<file path="src/design/aes_ecb_pkg.sv">
`timescale 1ns / 1ps
// ----------------------------------------------------------------------------
// aes_ecb_pkg
// Shared types, constants and byte functions for the AES ECB block.
// ----------------------------------------------------------------------------
package aes_ecb_pkg;

  localparam int MAX_ROUNDS = 14;
  localparam int NUM_ROWS   = MAX_ROUNDS + 1;
  localparam int ROW_W      = $clog2(NUM_ROWS);

  localparam logic [2:0] REG_KEY_SIZE  = 3'd0;
  localparam logic [2:0] REG_KEY_WORD0 = 3'd1;
  localparam logic [2:0] REG_KEY_WORD1 = 3'd2;
  localparam logic [2:0] REG_KEY_WORD2 = 3'd3;
  localparam logic [2:0] REG_KEY_WORD3 = 3'd4;

  localparam logic [1:0] KS_128 = 2'd0;
  localparam logic [1:0] KS_192 = 2'd1;
  localparam logic [1:0] KS_256 = 2'd2;

  typedef enum logic [1:0] {
    CELL_HOLD,
    CELL_LOAD,
    CELL_INIT,
    CELL_STEP
  } cell_op_t;

  typedef struct packed {
    cell_op_t op;
    logic     dec;
    logic     last;
  } cell_ctrl_t;

  typedef struct packed {
    logic             en;
    logic [ROW_W-1:0] row;
    logic [1:0]       col;
    logic [31:0]      word;
  } rk_wr_t;

  typedef struct packed {
    logic busy;
    logic done;
  } kx_stat_t;

  typedef enum logic {
    KX_IDLE,
    KX_RUN
  } kx_state_t;

  typedef enum logic [1:0] {
    CS_IDLE,
    CS_INIT,
    CS_ROUND
  } core_state_t;

  localparam logic [7:0] FWD_BOX [256] = '{
    8'h63,8'h7c,8'h77,8'h7b,8'hf2,8'h6b,8'h6f,8'hc5,8'h30,8'h01,8'h67,8'h2b,8'hfe,8'hd7,8'hab,8'h76,
    8'hca,8'h82,8'hc9,8'h7d,8'hfa,8'h59,8'h47,8'hf0,8'had,8'hd4,8'ha2,8'haf,8'h9c,8'ha4,8'h72,8'hc0,
    8'hb7,8'hfd,8'h93,8'h26,8'h36,8'h3f,8'hf7,8'hcc,8'h34,8'ha5,8'he5,8'hf1,8'h71,8'hd8,8'h31,8'h15,
    8'h04,8'hc7,8'h23,8'hc3,8'h18,8'h96,8'h05,8'h9a,8'h07,8'h12,8'h80,8'he2,8'heb,8'h27,8'hb2,8'h75,
    8'h09,8'h83,8'h2c,8'h1a,8'h1b,8'h6e,8'h5a,8'ha0,8'h52,8'h3b,8'hd6,8'hb3,8'h29,8'he3,8'h2f,8'h84,
    8'h53,8'hd1,8'h00,8'hed,8'h20,8'hfc,8'hb1,8'h5b,8'h6a,8'hcb,8'hbe,8'h39,8'h4a,8'h4c,8'h58,8'hcf,
    8'hd0,8'hef,8'haa,8'hfb,8'h43,8'h4d,8'h33,8'h85,8'h45,8'hf9,8'h02,8'h7f,8'h50,8'h3c,8'h9f,8'ha8,
    8'h51,8'ha3,8'h40,8'h8f,8'h92,8'h9d,8'h38,8'hf5,8'hbc,8'hb6,8'hda,8'h21,8'h10,8'hff,8'hf3,8'hd2,
    8'hcd,8'h0c,8'h13,8'hec,8'h5f,8'h97,8'h44,8'h17,8'hc4,8'ha7,8'h7e,8'h3d,8'h64,8'h5d,8'h19,8'h73,
    8'h60,8'h81,8'h4f,8'hdc,8'h22,8'h2a,8'h90,8'h88,8'h46,8'hee,8'hb8,8'h14,8'hde,8'h5e,8'h0b,8'hdb,
    8'he0,8'h32,8'h3a,8'h0a,8'h49,8'h06,8'h24,8'h5c,8'hc2,8'hd3,8'hac,8'h62,8'h91,8'h95,8'he4,8'h79,
    8'he7,8'hc8,8'h37,8'h6d,8'h8d,8'hd5,8'h4e,8'ha9,8'h6c,8'h56,8'hf4,8'hea,8'h65,8'h7a,8'hae,8'h08,
    8'hba,8'h78,8'h25,8'h2e,8'h1c,8'ha6,8'hb4,8'hc6,8'he8,8'hdd,8'h74,8'h1f,8'h4b,8'hbd,8'h8b,8'h8a,
    8'h70,8'h3e,8'hb5,8'h66,8'h48,8'h03,8'hf6,8'h0e,8'h61,8'h35,8'h57,8'hb9,8'h86,8'hc1,8'h1d,8'h9e,
    8'he1,8'hf8,8'h98,8'h11,8'h69,8'hd9,8'h8e,8'h94,8'h9b,8'h1e,8'h87,8'he9,8'hce,8'h55,8'h28,8'hdf,
    8'h8c,8'ha1,8'h89,8'h0d,8'hbf,8'he6,8'h42,8'h68,8'h41,8'h99,8'h2d,8'h0f,8'hb0,8'h54,8'hbb,8'h16
  };

  localparam logic [7:0] INV_BOX [256] = '{
    8'h52,8'h09,8'h6a,8'hd5,8'h30,8'h36,8'ha5,8'h38,8'hbf,8'h40,8'ha3,8'h9e,8'h81,8'hf3,8'hd7,8'hfb,
    8'h7c,8'he3,8'h39,8'h82,8'h9b,8'h2f,8'hff,8'h87,8'h34,8'h8e,8'h43,8'h44,8'hc4,8'hde,8'he9,8'hcb,
    8'h54,8'h7b,8'h94,8'h32,8'ha6,8'hc2,8'h23,8'h3d,8'hee,8'h4c,8'h95,8'h0b,8'h42,8'hfa,8'hc3,8'h4e,
    8'h08,8'h2e,8'ha1,8'h66,8'h28,8'hd9,8'h24,8'hb2,8'h76,8'h5b,8'ha2,8'h49,8'h6d,8'h8b,8'hd1,8'h25,
    8'h72,8'hf8,8'hf6,8'h64,8'h86,8'h68,8'h98,8'h16,8'hd4,8'ha4,8'h5c,8'hcc,8'h5d,8'h65,8'hb6,8'h92,
    8'h6c,8'h70,8'h48,8'h50,8'hfd,8'hed,8'hb9,8'hda,8'h5e,8'h15,8'h46,8'h57,8'ha7,8'h8d,8'h9d,8'h84,
    8'h90,8'hd8,8'hab,8'h00,8'h8c,8'hbc,8'hd3,8'h0a,8'hf7,8'he4,8'h58,8'h05,8'hb8,8'hb3,8'h45,8'h06,
    8'hd0,8'h2c,8'h1e,8'h8f,8'hca,8'h3f,8'h0f,8'h02,8'hc1,8'haf,8'hbd,8'h03,8'h01,8'h13,8'h8a,8'h6b,
    8'h3a,8'h91,8'h11,8'h41,8'h4f,8'h67,8'hdc,8'hea,8'h97,8'hf2,8'hcf,8'hce,8'hf0,8'hb4,8'he6,8'h73,
    8'h96,8'hac,8'h74,8'h22,8'he7,8'had,8'h35,8'h85,8'he2,8'hf9,8'h37,8'he8,8'h1c,8'h75,8'hdf,8'h6e,
    8'h47,8'hf1,8'h1a,8'h71,8'h1d,8'h29,8'hc5,8'h89,8'h6f,8'hb7,8'h62,8'h0e,8'haa,8'h18,8'hbe,8'h1b,
    8'hfc,8'h56,8'h3e,8'h4b,8'hc6,8'hd2,8'h79,8'h20,8'h9a,8'hdb,8'hc0,8'hfe,8'h78,8'hcd,8'h5a,8'hf4,
    8'h1f,8'hdd,8'ha8,8'h33,8'h88,8'h07,8'hc7,8'h31,8'hb1,8'h12,8'h10,8'h59,8'h27,8'h80,8'hec,8'h5f,
    8'h60,8'h51,8'h7f,8'ha9,8'h19,8'hb5,8'h4a,8'h0d,8'h2d,8'he5,8'h7a,8'h9f,8'h93,8'hc9,8'h9c,8'hef,
    8'ha0,8'he0,8'h3b,8'h4d,8'hae,8'h2a,8'hf5,8'hb0,8'hc8,8'heb,8'hbb,8'h3c,8'h83,8'h53,8'h99,8'h61,
    8'h17,8'h2b,8'h04,8'h7e,8'hba,8'h77,8'hd6,8'h26,8'he1,8'h69,8'h14,8'h63,8'h55,8'h21,8'h0c,8'h7d
  };

  function automatic logic [7:0] xtime(input logic [7:0] b);
    return {b[6:0], 1'b0} ^ (b[7] ? 8'h1b : 8'h00);
  endfunction

  function automatic logic [31:0] sub_word(input logic [31:0] w);
    return {FWD_BOX[w[31:24]], FWD_BOX[w[23:16]], FWD_BOX[w[15:8]], FWD_BOX[w[7:0]]};
  endfunction

  function automatic logic [31:0] inv_sub_word(input logic [31:0] w);
    return {INV_BOX[w[31:24]], INV_BOX[w[23:16]], INV_BOX[w[15:8]], INV_BOX[w[7:0]]};
  endfunction

  function automatic logic [31:0] mix_col(input logic [31:0] w);
    logic [7:0] a0, a1, a2, a3;
    logic [7:0] d0, d1, d2, d3;
    a0 = w[31:24]; a1 = w[23:16]; a2 = w[15:8]; a3 = w[7:0];
    d0 = xtime(a0); d1 = xtime(a1); d2 = xtime(a2); d3 = xtime(a3);
    return {d0 ^ d1 ^ a1 ^ a2 ^ a3,
            a0 ^ d1 ^ d2 ^ a2 ^ a3,
            a0 ^ a1 ^ d2 ^ d3 ^ a3,
            d0 ^ a0 ^ a1 ^ a2 ^ d3};
  endfunction

  // multiples 9, b, d, e of one byte
  function automatic logic [31:0] mul_9bde(input logic [7:0] a);
    logic [7:0] x2, x4, x8;
    x2 = xtime(a); x4 = xtime(x2); x8 = xtime(x4);
    return {x8 ^ a, x8 ^ x2 ^ a, x8 ^ x4 ^ a, x8 ^ x4 ^ x2};
  endfunction

  function automatic logic [31:0] inv_mix_col(input logic [31:0] w);
    logic [31:0] m0, m1, m2, m3;
    // each mN = {9a, ba, da, ea}
    m0 = mul_9bde(w[31:24]); m1 = mul_9bde(w[23:16]);
    m2 = mul_9bde(w[15:8]);  m3 = mul_9bde(w[7:0]);
    return {m0[7:0]   ^ m1[23:16] ^ m2[15:8]  ^ m3[31:24],
            m0[31:24] ^ m1[7:0]   ^ m2[23:16] ^ m3[15:8],
            m0[15:8]  ^ m1[31:24] ^ m2[7:0]   ^ m3[23:16],
            m0[23:16] ^ m1[15:8]  ^ m2[31:24] ^ m3[7:0]};
  endfunction

  // key length in words; unused code acts as 256, sizes beyond MAX_ROUNDS step down
  function automatic logic [3:0] key_nk(input logic [1:0] ks);
    logic [1:0] sel;
    sel = (ks == 2'd3) ? KS_256 : ks;
    for (int k = 0; k < 2; k++) begin
      if (sel != KS_128 && (10 + 2 * int'(sel)) > MAX_ROUNDS) begin
        sel = sel - 2'd1;
      end
    end
    return 4'd4 + {1'b0, sel, 1'b0};
  endfunction

endpackage

</file>
<file path="src/design/aes_ecb_keyexp.sv">
`timescale 1ns / 1ps
// ----------------------------------------------------------------------------
// aes_ecb_keyexp
// Key schedule sequencer: one round-key word per cycle into the cell banks.
// ----------------------------------------------------------------------------
module aes_ecb_keyexp (
  input  logic                          clk,
  input  logic                          rst,
  input  logic                          start,
  input  logic                          abort,
  input  logic [3:0]                    nk,
  input  logic [3:0][63:0]              key_words,
  output aes_ecb_pkg::rk_wr_t           wr,
  output aes_ecb_pkg::kx_stat_t         stat
);
  import aes_ecb_pkg::*;

  kx_state_t       state, state_next;
  logic [5:0]      cnt;
  logic [2:0]      jm;
  logic [7:0]      rc;
  logic [3:0]      nk_q;
  logic [7:0][31:0] win;

  logic [5:0]  last_idx;
  logic [63:0] kw_pair;
  logic [31:0] key_word;
  logic [31:0] prev, back, sw_in, sw_out, t, word;
  logic        from_key, jm_wrap;

  assign last_idx = {nk_q + 4'd6, 2'b11};
  assign from_key = cnt < {2'b00, nk_q};
  assign kw_pair  = key_words[cnt[2:1]];
  assign key_word = cnt[0] ? kw_pair[31:0] : kw_pair[63:32];
  assign prev     = win[0];
  assign jm_wrap  = ({1'b0, jm} == nk_q - 4'd1);

  always_comb begin
    case (nk_q)
      4'd4:    back = win[3];
      4'd6:    back = win[5];
      default: back = win[7];
    endcase
  end

  assign sw_in  = (jm == 3'd0) ? {prev[23:0], prev[31:24]} : prev;
  assign sw_out = sub_word(sw_in);

  always_comb begin
    if (jm == 3'd0) begin
      t = sw_out ^ {rc, 24'h0};
    end else if (nk_q == 4'd8 && jm == 3'd4) begin
      t = sw_out;
    end else begin
      t = prev;
    end
    word = from_key ? key_word : (back ^ t);
  end

  always_ff @(posedge clk) begin
    if (rst) begin
      state <= KX_IDLE;
    end else begin
      state <= state_next;
    end
  end

  always_comb begin
    state_next = state;
    stat.busy  = (state == KX_RUN);
    stat.done  = 1'b0;
    case (state)
      KX_IDLE: begin
        if (start && !abort) begin
          state_next = KX_RUN;
        end
      end
      KX_RUN: begin
        if (abort) begin
          state_next = KX_IDLE;
        end else if (cnt == last_idx) begin
          state_next = KX_IDLE;
          stat.done  = 1'b1;
        end
      end
      default: state_next = KX_IDLE;
    endcase
  end

  always_ff @(posedge clk) begin
    if (state == KX_IDLE) begin
      cnt  <= '0;
      jm   <= '0;
      rc   <= 8'h01;
      nk_q <= nk;
    end else begin
      cnt <= cnt + 6'd1;
      jm  <= jm_wrap ? 3'd0 : jm + 3'd1;
      win <= {win[6:0], word};
      if (!from_key && jm == 3'd0) begin
        rc <= xtime(rc);
      end
    end
  end

  assign wr.en   = (state == KX_RUN) && !abort;
  assign wr.row  = cnt[5:2];
  assign wr.col  = cnt[1:0];
  assign wr.word = word;

endmodule

</file>
<file path="config.mk">
export PLATFORM = sky130hd
export DESIGN_NAME = aes_ecb_keyexp
export DESIGN_NICKNAME = d
export VERILOG_FILES = /design/src/design/aes_ecb_pkg.sv /design/src/design/aes_ecb_keyexp.sv
export SDC_FILE = /design/constraint.sdc
export NUM_CORES = 1
export LEC_CHECK = 0
export ABC_AREA = 1
export BUFFER_PORTS_ARGS = -buffer_cell sky130_fd_sc_hd__buf_4
export CELL_PAD_IN_SITES_DETAIL_PLACEMENT = 0
export CELL_PAD_IN_SITES_GLOBAL_PLACEMENT = 1
export CORE_MARGIN = 2
export CORE_UTILIZATION = 35
export DETAILED_ROUTE_END_ITERATION = 7
export PLACE_DENSITY_LB_ADDON = 0.15
export SYNTH_ARGS = -nofsm -noshare
export SYNTH_HDL_FRONTEND = slang
export SYNTH_SLANG_ARGS = --single-unit
</file>
<file path="constraint.sdc">
create_clock -name clk -period 15.05 [get_ports clk]
set_clock_uncertainty 0.05 [all_clocks]
set_input_delay 1.505 -clock clk [delete_from_list [all_inputs] [get_ports clk]]
set_output_delay 1.505 -clock clk [all_outputs]
set_load 0.02 [all_outputs]
</file>
[Word level (Yosys, flattened, before mapping)]
Memories as Yosys holds them, arrays and structs flattened.
Cells that the tools add are included.
Word-level totals
  input bits: 264
  flip-flop bits (word level): 278
  bits in read-only memories: 8192
  memories kept: 4
  word-level logic and storage cells: 73
  output and inout bits: 41
Memories
  (name not given): words 256, bits a word 8, read ports 1, clocked after memory_dff 0, wr ports 0, RTL line aes_ecb_pkg.sv:101  | return {FWD_BOX[w[31:24]], FWD_BOX[w[23:16]], FWD_BOX[w[15:8]], FWD_BOX[w[7:0]]};
  (name not given): words 256, bits a word 8, read ports 1, clocked after memory_dff 0, wr ports 0, RTL line aes_ecb_pkg.sv:101
  (name not given): words 256, bits a word 8, read ports 1, clocked after memory_dff 0, wr ports 0, RTL line aes_ecb_pkg.sv:101
  (name not given): words 256, bits a word 8, read ports 1, clocked after memory_dff 0, wr ports 0, RTL line aes_ecb_pkg.sv:101
Cells by class
  add/subtract/negate cells: 4
  mux-type cells: 24
  order comparisons: 6
  bitwise logic cells: 8
  reductions and logical operators: 8
  equal/unequal tests: 6
Operators by type and width (count)
  $mux 32: 5
  $bmux 64 s2: 1
  $mux 64: 1
  $mux 8: 8
  $pmux 32 s2: 1
  $xor 32x32->32: 2
  $ge 9x9->1 const B: 4
  $not 8->9: 4
  $eq 4x3->1 const B: 2
  $xor 8x5->8: 1
  $add 6x1->6 const B: 1
  $eq 6x6->1: 1
  $lt 6x4->1: 1
  $mux 1: 6
  $mux 5: 1
  $add 4x3->4 const B: 1
  $eq 3x4->1: 1
  $eq 4x4->1 const B: 1
  $logic_and 1x1->1: 4
  $sub 4x1->4 const B: 1
  $add 3x1->3 const B: 1
  $eq 3x3->1 const B: 1
  $logic_not 3->1: 1
  $lt 2x3->1 const B: 1
  4 further kinds: 5

[Longest topological paths before layout]
  depth after elaboration: 10
  mapped depth: 25
  gate-level depth less buffers: 23

[Least setup slack after synthesis]
Ideal clock, no wire load.
  path kind: register to output
  from: register state
  to: output port stat[0] (netlist name)
  setup slack: 5.236 ns
  arrival: 8.259 ns
  required time: 13.495 ns
  stages on the path, launching flop included: 3
  path buffers: 0
  cell sequence: dfxtp_1 > inv_1 > nor3_1
RTL lines
  from (decl): RTL line aes_ecb_keyexp.sv:18  | kx_state_t state, state_next;
  from (signal assigned): RTL line aes_ecb_keyexp.sv:64  | state <= state_next;
  to (decl): RTL line aes_ecb_keyexp.sv:14  | output aes_ecb_pkg::kx_stat_t stat

==> impl_metrics.tcl <==
set metrics [dict create \
    grt_first_pass_wirelength_um 173000 \
    outcome "finished clean" \
    synthMostInstantiatedCell "sky130_fd_sc_hd__nand2_1" \
    grt_max_degree 90 \
    seq_area_um2 8180 \
    synth_commonest_cells "sky130_fd_sc_hd__nand2_1, sky130_fd_sc_hd__nand3_1, sky130_fd_sc_hd__nor2_1, sky130_fd_sc_hd__edfxtp_1, sky130_fd_sc_hd__o21ai_0" \
    ys_warn_count 0 \
    worstMarginPinSlew_ns 1.06 \
    worstSetupStartpointType "flip-flop" \
    antenna_found_initial 6 \
    total_leakage_power_nw 12.7 \
    nNetsFinal 4173 \
    final_layout_size_suffix_gt1_share_pct 13.5 \
    final_period_minus_worst_setup_slack_ns 6.79 \
    compound_cell_area_share_of_the_yosys_netlist_pct 15.7 \
    post_synth_mux_area_share_pct 0 \
    routed_wirelength_um 118000 \
    reg2reg_path_depth 20 \
    clock_tree_from_tritoncts "yes" \
    per_cell_routed_wire_length_um 24.4 \
    coreArea_um2 69800 \
    rows 97 \
    worst-r2r-setup-slack_ns 10.23 \
    synth_flop_cell "sky130_fd_sc_hd__edfxtp_1" \
    grt_use_total_pct 31.5 \
    synth.ff_latch_count 278 \
    yosys.cell_types.count 44 \
    relSlewSlack_pct 29.4 \
    critical_path.max_stage_delay_ns 0.67 \
    cts_repair_resize_count 0 \
    root_buffer "sky130_fd_sc_hd__clkbuf_16" \
    cts_inserted_buffers 34 \
    clk_latency_ns 0.54 \
    cp-startpoint "jm[0]" \
    data_arrival_time_of_the_worst_path_ns 5.24 \
    timing.rr.end "prev[9]" \
    power.ir.vdd_worst_mv 0.0681 \
    timing_hold_violations_final 0 \
    worst_setup_path_end_kind "output port" \
    port_buffers 304 \
    ys_seq_area_share_pct 33.3 \
    synth.top_cell.area_share_pct 31.8 \
    avgViaCountPerCell 5.91 \
    hpwlAfterDp_um 85300 \
    synth_fa_ha_area_share_pct 2.14 \
    floorplan.die.height_um 269 \
    fp.dieW_um 269 \
    timing.hold.worst.class "reg -> reg" \
    fillerInstances 7543 \
    worst_setup_hold_path_clk_slew_ns 0.07 \
    fin_total_pwr_mw 2.79 \
    synth_area_leader_cell "sky130_fd_sc_hd__edfxtp_1" \
    placed_instances 4771 \
    io-pin-count 305 \
    gp_congestion 0.985 \
    drt_iter0_drc 4307 \
    postSynthAreaPerCell_um2 6.60 \
    routed-via-count 28540 \
    cts.sinks 278 \
    setup.worst_path.class "reg -> out" \
    area_of_combinational_cells_with_multiple_inputs_um2 14300 \
    number_of_nets_with_antenna_violations_after_detailed_routing 0 \
    rr_startpoint "jm[0]" \
    crit_slowest_cell "sky130_fd_sc_hd__o21ai_2" \
    combinational_family_with_the_most_area_after_synthesis "simple AND/OR/NAND/NOR gates" \
    synthXorXnorAreaFrac_pct 0.357 \
    clockBufferDepth 3 \
    worst_setup_path_endpoint "wr[18]" \
    dieArea_um2 72300 \
    netlist_top_cells_area "sky130_fd_sc_hd__edfxtp_1, sky130_fd_sc_hd__nand3_1, sky130_fd_sc_hd__nand2_1" \
    global_route.overflow_total 0 \
    postSynthNetCount 4025 \
    period_share_pct 45.1 \
    cp_cell_sequence "inv_1 -> ha_1 -> nand2_4 -> o21ai_2 -> ha_1 -> inv_1 -> nand2_1 -> inv_1 -> nor2_1 -> nand2_1 -> o211ai_1 -> nand3_1 -> nand3_1 -> nand3_1 -> nand3_1 -> nand3_1 -> nand2_1 -> nand2_1 -> nand2_1 -> buf_4" \
    via_count_of_the_first_global_routing_pass 26521 \
    fmax_ghz 0.147 \
    clock_tree.htree_level_count 2 \
    setup_repair_after_global_routing_missed_its_margin "false" \
    slew_violations 0 \
    number_of_enable_type_register_cells_in_the_synthesized_netlist 260 \
    powerDensity_nw_per_um2 98.6 \
    flow.area_growth_from_synthesis_pct 15.2 \
    initial_core_util_pct 35.2 \
    simple_gate_fraction_of_synth_area_pct 39.7 \
    synthesis.instances 3719 \
    cts_post_setup_buffers_inserted 0 \
    tns_ns 0 \
    cp_data_required_time_ns 13.50 \
    netlist_area_um2 24600 \
    timing.final.setup_violations 0 \
    postSynth.asyncResetShare_pct 0 \
    detail_route.drc_violations 0 \
    max_cap_viols 0 \
    finalNonFillerCells 4833 \
    path_max_fanout 66 \
    firstDrtPassIters 6 \
    holdBufCountCts 0 \
]
==> cell families (layout without fill, tap and decap cells) <==
logic type / Yosys count / after routing
xor gates and xnor gates: 10 / 10
and+or+nand+nor: 2246 / 2246
other: 0 / 1
adders and majority gates: 42 / 42
DFF: 278 / 278
AOI/OAI and AO/OA: 644 / 644
buffers and inverters: 499 / 672
==> state kept, by name, indices dropped and copies added (netlist names) <==
register	count
win	224
jm	3
rc	8
nk_q	4
state	1
prev	32
cnt	6
==> per-stage QoR <==
step / utilization (%) / area, um2 / worst slack (ns) / hold WS, ns
finish: 40.5 / 28300 / 8.26 / 0.353
global route: 40.5 / 28300 / 7.84 / 0.364
CTS: 40.5 / 28300 / 8.36 / 0.358
detailed placement: 39.1 / 27300 / 8.95 / 0.355
global placement: 39.1 / 27300 / 8.91 / 0.350
floorplan: - / 24600 / 5.24 / 0.350
==> worst max-delay path, delay by kind of cell (launching register included) <==
| family | cells | cell delay [ns] |
|---|---|---|
| buffers and inverters | 4 | 0.49 |
| AOI/OAI and AO/OA | 2 | 0.91 |
| and+or+nand+nor | 12 | 2.11 |
| adders and majority gates | 2 | 0.77 |
| DFF | 1 | 0.34 |
==> how the worst min path moves through the flow <==
stage | endpoint | slack, ns | start | cells after the start
2_1_floorplan | win[100] | 0.35 | win[68] | 0
3_3_place_gp | win[172] | 0.35 | win[140] | 0
5_1_grt | win[182] | 0.36 | win[150] | 0
3_5_place_dp | win[110] | 0.35 | win[78] | 0
6_report | win[166] | 0.35 | win[134] | 0
4_1_cts | win[166] | 0.36 | win[134] | 0
==> report_power, final <==
group | switching [mW] | internal, mW | total, mW
Sequential | 0.0204 | 0.878 | 0.899
Combinational | 0.792 | 0.326 | 1.12
Clock | 0.335 | 0.437 | 0.772
==> cell usage in the layout (no fill, tap or decap), types with 10 or more instances in the layout <==
cell	Yosys	routed
sky130_fd_sc_hd__nor2_1	282	281
sky130_fd_sc_hd__inv_1	225	223
sky130_fd_sc_hd__nand3_1	802	801
sky130_fd_sc_hd__clkinv_1	6	15
sky130_fd_sc_hd__clkbuf_16	0	34
sky130_fd_sc_hd__o21ai_1	38	37
sky130_fd_sc_hd__o21ai_2	16	13
sky130_fd_sc_hd__o21ai_0	253	253
sky130_fd_sc_hd__a221oi_1	18	18
sky130_fd_sc_hd__buf_4	21	351
sky130_fd_sc_hd__edfxtp_1	260	260
sky130_fd_sc_hd__o22ai_1	80	80
sky130_fd_sc_hd__o211ai_1	118	118
sky130_fd_sc_hd__a21oi_1	98	98
sky130_fd_sc_hd__inv_2	28	29
sky130_fd_sc_hd__nand2_2	48	48
sky130_fd_sc_hd__nand4_1	10	10
sky130_fd_sc_hd__dfxtp_1	18	15
sky130_fd_sc_hd__nand2_1	1061	1061
sky130_fd_sc_hd__nand3b_1	24	24
sky130_fd_sc_hd__ha_1	42	42
==> layer usage <==
metal / track usage (%) / routed length [um] / up-vias
met5: 0 / 41 / -
met4: 10.3 / 4320 / 6
met3: 7.32 / 12900 / 273
met2: 47.3 / 51300 / 1754
met1: 44.4 / 49500 / 13405
li1: - / - / 13102
==> final cells by class <==
cell class	instances	share of cell area, %
multi-input cells	2942	50.5
flip-flops and latches	278	28.9
repair buffers	351	9.31
well taps	940	4.16
inverters	260	3.46
clock buffers	38	3.06
clock inverters	23	0.606
diodes	1	0.00884
Power figures use the tool's default switching activity.
